**src/hdl/rational_accumulate_alu_core_assert.svh**
```systemverilog
// Assertion macros shared by the rational accumulator RTL.
`ifndef RATIONAL_ACCUMULATE_ALU_CORE_ASSERT_SVH
`define RATIONAL_ACCUMULATE_ALU_CORE_ASSERT_SVH

// Condition holds at every edge out of reset.
`define RAC_ASSERT_HOLDS(label, clk, rst_n, cond) \
    label: assert property (@(posedge clk) disable iff (!rst_n) (cond)) \
        else $error("rational accumulator check failed");

// Consequent holds in the same cycle as the antecedent.
`define RAC_ASSERT_IMPLIES(label, clk, rst_n, ante, cons) \
    label: assert property (@(posedge clk) disable iff (!rst_n) (ante) |-> (cons)) \
        else $error("rational accumulator check failed");

// Consequent holds in the cycle after the antecedent.
`define RAC_ASSERT_NEXT(label, clk, rst_n, ante, cons) \
    label: assert property (@(posedge clk) disable iff (!rst_n) (ante) |=> (cons)) \
        else $error("rational accumulator check failed");

`endif

```
**src/hdl/rac_pkg.sv**
```systemverilog
package rac_pkg;

    localparam int OPD_W     = 32;
    localparam int PROD_W    = 64;
    localparam int MAG_W     = 63;
    localparam int DEN_W     = 31;
    localparam int OP_W      = 2;
    localparam int STS_W     = 2;
    localparam int WIDTH_DEF = 32;

    localparam logic [STS_W-1:0] STS_OK       = 2'd0;
    localparam logic [STS_W-1:0] STS_ZERO_DEN = 2'd1;
    localparam logic [STS_W-1:0] STS_DIV_ZERO = 2'd2;
    localparam logic [STS_W-1:0] STS_OVERFLOW = 2'd3;

    localparam logic [OP_W-1:0] OP_ADD = 2'd0;
    localparam logic [OP_W-1:0] OP_SUB = 2'd1;
    localparam logic [OP_W-1:0] OP_MUL = 2'd2;
    localparam logic [OP_W-1:0] OP_DIV = 2'd3;

    localparam logic KIND_LOAD  = 1'b0;
    localparam logic KIND_APPLY = 1'b1;

    typedef struct packed {
        logic busy;
        logic done;
    } t_unit_sts;

endpackage

```
**src/hdl/rac_div.sv**
```systemverilog
module rac_div #(
    parameter int DW = rac_pkg::MAG_W
) (
    input  logic               i_clk,
    input  logic               i_rst_n,
    input  logic               i_start,
    input  logic [DW-1:0]      i_dividend,
    input  logic [DW-1:0]      i_divisor,
    output logic [DW-1:0]      o_quot,
    output rac_pkg::t_unit_sts o_sts
);

    localparam int CW = $clog2(DW + 1);

    logic [DW-1:0] r_rem;
    logic [DW-1:0] r_quo;
    logic [DW-1:0] r_div;
    logic [CW-1:0] r_cnt;
    logic          r_busy;
    logic          r_done;
    logic [DW:0]   w_trial;
    logic [DW:0]   w_sub;
    logic          w_ge;

    assign w_trial = {r_rem, r_quo[DW-1]};
    assign w_sub   = w_trial - {1'b0, r_div};
    assign w_ge    = !w_sub[DW];

    always_ff @(posedge i_clk) begin
        if (!i_rst_n) begin
            r_busy <= 1'b0;
            r_done <= 1'b0;
        end else begin
            r_done <= 1'b0;
            if (i_start) begin
                r_busy <= 1'b1;
                r_rem  <= '0;
                r_quo  <= i_dividend;
                r_div  <= i_divisor;
                r_cnt  <= '0;
            end else if (r_busy) begin
                r_rem <= w_ge ? w_sub[DW-1:0] : w_trial[DW-1:0];
                r_quo <= {r_quo[DW-2:0], w_ge};
                r_cnt <= r_cnt + CW'(1);
                if (r_cnt == CW'(DW - 1)) begin
                    r_busy <= 1'b0;
                    r_done <= 1'b1;
                end
            end
        end
    end

    assign o_quot     = r_quo;
    assign o_sts.busy = r_busy;
    assign o_sts.done = r_done;

endmodule

```
**config.mk**
```make
export PLATFORM = sky130hd
export DESIGN_NAME = rac_div
export DESIGN_NICKNAME = d
export VERILOG_FILES = /design/src/hdl/rational_accumulate_alu_core_assert.svh /design/src/hdl/rac_pkg.sv /design/src/hdl/rac_div.sv
export SDC_FILE = /design/constraint.sdc
export NUM_CORES = 1
export LEC_CHECK = 0
export ABC_AREA = 1
export BUFFER_PORTS_ARGS = -buffer_cell sky130_fd_sc_hd__buf_4
export CORE_MARGIN = 10
export CORE_UTILIZATION = 59
export CTS_CLUSTER_SIZE = 20
export DETAILED_ROUTE_END_ITERATION = 16
export HOLD_SLACK_MARGIN = 0.02
export PLACE_DENSITY = 0.81
export SYNTH_ARGS = -nofsm -noshare
export SYNTH_HDL_FRONTEND = slang
export SYNTH_SLANG_ARGS = --single-unit
```
**constraint.sdc**
```tcl
create_clock -name i_clk -period 5.7 [get_ports i_clk]
set_clock_uncertainty 0.1 [all_clocks]
set_input_delay 0.285 -clock i_clk [delete_from_list [all_inputs] [get_ports i_clk]]
set_output_delay 0.285 -clock i_clk [all_outputs]
set_load 0.1 [all_outputs]
```
* After elaboration in Yosys (flattened, before gate mapping)
Index checks and enable logic that the tools add are counted.
Word-level totals: logic and storage cells 25, register bits 197, bits of input ports 129
Operators by class: reduce and logical (&&, ||, !) cells 5, add/sub/neg operators 2, eq/ne operators 1, bitwise logic cells 2, mux-type cells 9
Operators by type and width (count):
- $mux 63 | 4
- $sub 64x63->64 | 1
- $add 6x1->6 const B | 1
- $eq 6x6->1 const B | 1
- $mux 6 | 1
- $mux 1 | 4
- $reduce_and 2->1 | 2
- $reduce_or 3->1 | 1
- $not 1->1 | 2
- $reduce_bool 2->1 | 1
- $logic_not 1->1 | 1

* Depth between registers and ports, before layout
word-level depth 4, mapped depth 20, gate-level depth less buffers 19

* Least setup slack after synthesis
OpenSTA, ideal clock, no wires.
kind input-to-reg, from input port i_start, to register r_quo[0] (netlist: o_quot[0]) (enable), path buffers 2, slack 1448 ps, setup time 496 ps, cell stages on the path 4, arrival time 3657 ps, required time 5104 ps, path through clkbuf_1 clkbuf_1 nand2_1 nand2_1
On the way: longest elaborated chain between the ends 2
RTL lines:
- from (decl) | RTL line rac_div.sv:6 | input logic i_start,
- $reduce_bool 2->1 (no source line)
- $reduce_and 2->1 (no source line)
- to (signal assigned) | RTL line rac_div.sv:38 | r_quo <= i_dividend;
- to (signal assigned) | RTL line rac_div.sv:43 | r_quo <= {r_quo[DW-2:0], w_ge};
- to (decl) | RTL line rac_div.sv:16 | logic [DW-1:0] r_quo;
No other way between the ends. A chain may end at the register's enable or synchronous reset.

* Worst setup path in the final report
from register r_quo[62] (netlist: o_quot[62]), to register r_rem[54], data pin
On the way: longest elaborated chain between the ends 3
RTL lines:
- $sub 64x63->64 | RTL line rac_div.sv:26 | assign w_sub = w_trial - {1'b0, r_div};
- $mux 63 | RTL line rac_div.sv:42 | r_rem <= w_ge ? w_sub[DW-1:0] : w_trial[DW-1:0];
- $mux 63 | RTL line rac_div.sv:41 | end else if (r_busy) begin
- to (signal assigned) | RTL line rac_div.sv:42
- to (decl) | RTL line rac_div.sv:15 | logic [DW-1:0] r_rem;
No other way between the ends. The select of a mux whose other input is x is not followed.

==> impl_metrics.yaml <==
sta:
  slew_violations: 0
  tns_ns: 0
  worst-slew-pin-transition_ns: 1.25
  setup_viol: 0
  fin_crit_ns: 3.24
  max_freq_mhz: 308
  rsz0062_at_grt: "false"
  hold_viol_final: 0
  max_slew_margin: 0.164
  fin_crit_sh: 0.569
grt:
  grt_pass1_vias: 14300
  track_usage: 0.312
  grt_pass1_wl_um: 76000
  antenna_found_initial: 1
  grt_max_degree: 91
  grt-ovfl-total: 0
logic_synthesis:
  synth_top_cell_by_area: "edfxtp_1"
  synth_fp_nets: 2271
  yosysWarnings: 0
  synth_ff_type: "edfxtp_1"
  netlist_area_sq_um: 14300
  ys_seq_elements: 197
  yosysSeqAreaShare: 0.413
  syn_inst: 2076
  synth-edff-count: 195
  synthArstFlopShare: 0
  synth_top_area_share: 0.410
  ys_types: 35
  avgSynthCellArea_sq_um: 6.87
  synth_area_leaders: "edfxtp_1 (41%), nand2_1 (24%), inv_1 (11%), ha_1 (5.7%), nor2_1 (5.5%)"
finish:
  instances_no_fill: 2705
  area_growth_pct: 24.0
  fin_nets: 2567
  final_layout_size_suffix_gt1_frac: 0.113
  fill_cells: 1782
  seq_area_sq_um: 5900
  final_core_util: 0.749
  layout_common_cells: "nand2_1 (909), inv_1 (400), nor2_1 (210)"
  multiInputGateArea_sq_um: 6600
  final_common_cell: "nand2_1"
power_and_ir_drop:
  p_seq_frac: 0.342
  intPower_mw: 3.13
  p_switching_mw: 2.44
  p_leak_nw: 9.54
  pwr-share-comb: 0.428
  p_per_area_nw_per_um2: 315
  vdd_ir_drop_max_mv: 0.212
  clkPwrFrac: 0.230
  p_sw_frac: 0.437
  p_total_mw: 5.57
setup_path:
  cp-start-kind: "register"
  critPathRequiredTime_ns: 5.80
  critical-path-top-delay-family: "simple AND/OR/NAND/NOR gates"
  cpMaxStageDelayCell: "fa_1"
  slowest_delay_ns: 0.42
  path_buf_inv: 2
  critPathCaptureType: "register"
  critPathMaxFanout: 4
  cp_cell_sequence: "inv_1, ha_1, fa_1, inv_1, nand3_1, nand3_1, nand2_1, nand2_1, nand2_1, nand3_1, nand2_1, nand3_1, nand2_1, nand2_1, nand2_1, nand2_1, nor2_1"
  cp_common_cell: "nand2_1"
  cp.arrival_ns: 3.34
  path_class: "register to register"
drt:
  drt_iter0_markers: 1477
  antenna_left: 0
  wl_per_cell_um: 17.9
  drtPass1Iterations: 8
  wl_um: 48500
  avgViaCountPerCell: 5.33
  vias: 14400
  drc: 0
placed_design:
  place_inst: 2556
  gp_congestion: 1.05
  hpwl_um: 34300
  port_buffers: 193
outcome:
  outcome: "complete, no violations"
clocking:
  ctsRootBufferMaster: "clkbuf_16"
  cts_made_buffers: 17
  clk_path_buf_depth: 2
  path_clk_slew_ns: 0.08
  cts.htree.levels: 4
  clk-insertion-delay-late_ns: 0.46
  cts_tree: "built"
  cts.sinks: 197
die:
  die_h_um: 176
  io_pins: 194
  start_util: 0.604
  die_area_sq_um: 30800
  core-area_sq_um: 23600
  die_x_um: 176
  placementRows: 56
job:
  maxCapViolCount: 0
worst_hold_path:
  hold_path.class: "input pin to register"
## synth_stat cells (2+ instances only)
| library cell | instances |
|---|---|
| inv_1 | 402 |
| nand2_2 | 7 |
| nor4_1 | 2 |
| inv_2 | 10 |
| buf_1 | 5 |
| nor2_1 | 210 |
| nand3b_1 | 11 |
| nand2_1 | 910 |
| dfxtp_1 | 2 |
| nand2_4 | 6 |
| nand4_1 | 15 |
| nand3_1 | 59 |
| a21o_1 | 2 |
| nor3_1 | 16 |
| ha_1 | 65 |
| edfxtp_1 | 195 |
| xor2_1 | 32 |
| nor2_2 | 8 |
| a21oi_1 | 55 |
| clkbuf_1 | 17 |
| buf_6 | 12 |
| buf_4 | 2 |
| nor2_4 | 3 |
| o21ai_0 | 8 |
| o21bai_1 | 12 |
## cell families after synthesis
logic type                 after synthesis  share of synthesized area
buffers and inverters                  449                      0.125
DFF                                    197                      0.413
AOI/OAI and AO/OA                       79                     0.0311
adders and majority gates               66                     0.0584
xor gates and xnor gates                32                     0.0196
and+or+nand+nor                       1253                      0.353
## tightest hold or removal path, cell delays in order
cell and delay, ns:
buf_4 0.08, nand2_1 0.04, nand2_1 0.07
## registers in the layout, summed over array words and instances (netlist names)
register,count
o_quot,63
r_busy,1
r_cnt,6
r_div,63
r_done,1
r_rem,63
## per-layer routing
metal	share of wire	track usage
met5	0	0
met4	0.037	0.121
met3	0.11	0.0836
met2	0.47	0.524
met1	0.38	0.374
## power by group through the flow
stage	Clock, mW	Combinational [mW]	Sequential, mW
floorplan	0	1.43	2.19
global placement	0	2.19	1.92
detailed placement	0	2.23	1.93
CTS	1.28	2.32	1.90
global route	1.33	2.62	1.92
finish	1.28	2.38	1.91
## final timing paths
kind / start / end / slack [ns] / cells after the start
max: o_quot[62] / r_rem[54] / 2.46 / 17
max reg2reg: o_quot[62] / r_rem[54] / 2.46 / 17
min: i_dividend[10] / o_quot[10] / 0.02 / 3
min reg2reg: o_quot[48] / o_quot[49] / 0.46 / 2
## area by class of cell
type,instances,area share
clock inverters,14,0.00997
multi-input cells,1430,0.373
flip-flops and latches,197,0.333
clock buffers,18,0.0243
inverters,413,0.0877
diodes,1,0.000141
repair buffers,313,0.149
well taps,319,0.0226
## what timing repair did
action,CTS,global route
hold buffers,116,0
endpoints found under the hold margin,116,0
gates resized for setup,0,0
buffers inserted,0,0
## stage by stage
stage	hold slack, ns	worst slack [ns]	area (sq um)
floorplan	0.284	1.45	14300
global placement	0.363	2.49	15900
detailed placement	0.364	2.46	15900
CTS	0.0209	2.52	17700
global route	0.0203	2.22	17700
finish	0.0243	2.46	17700
Power figures use the tool's default switching activity.
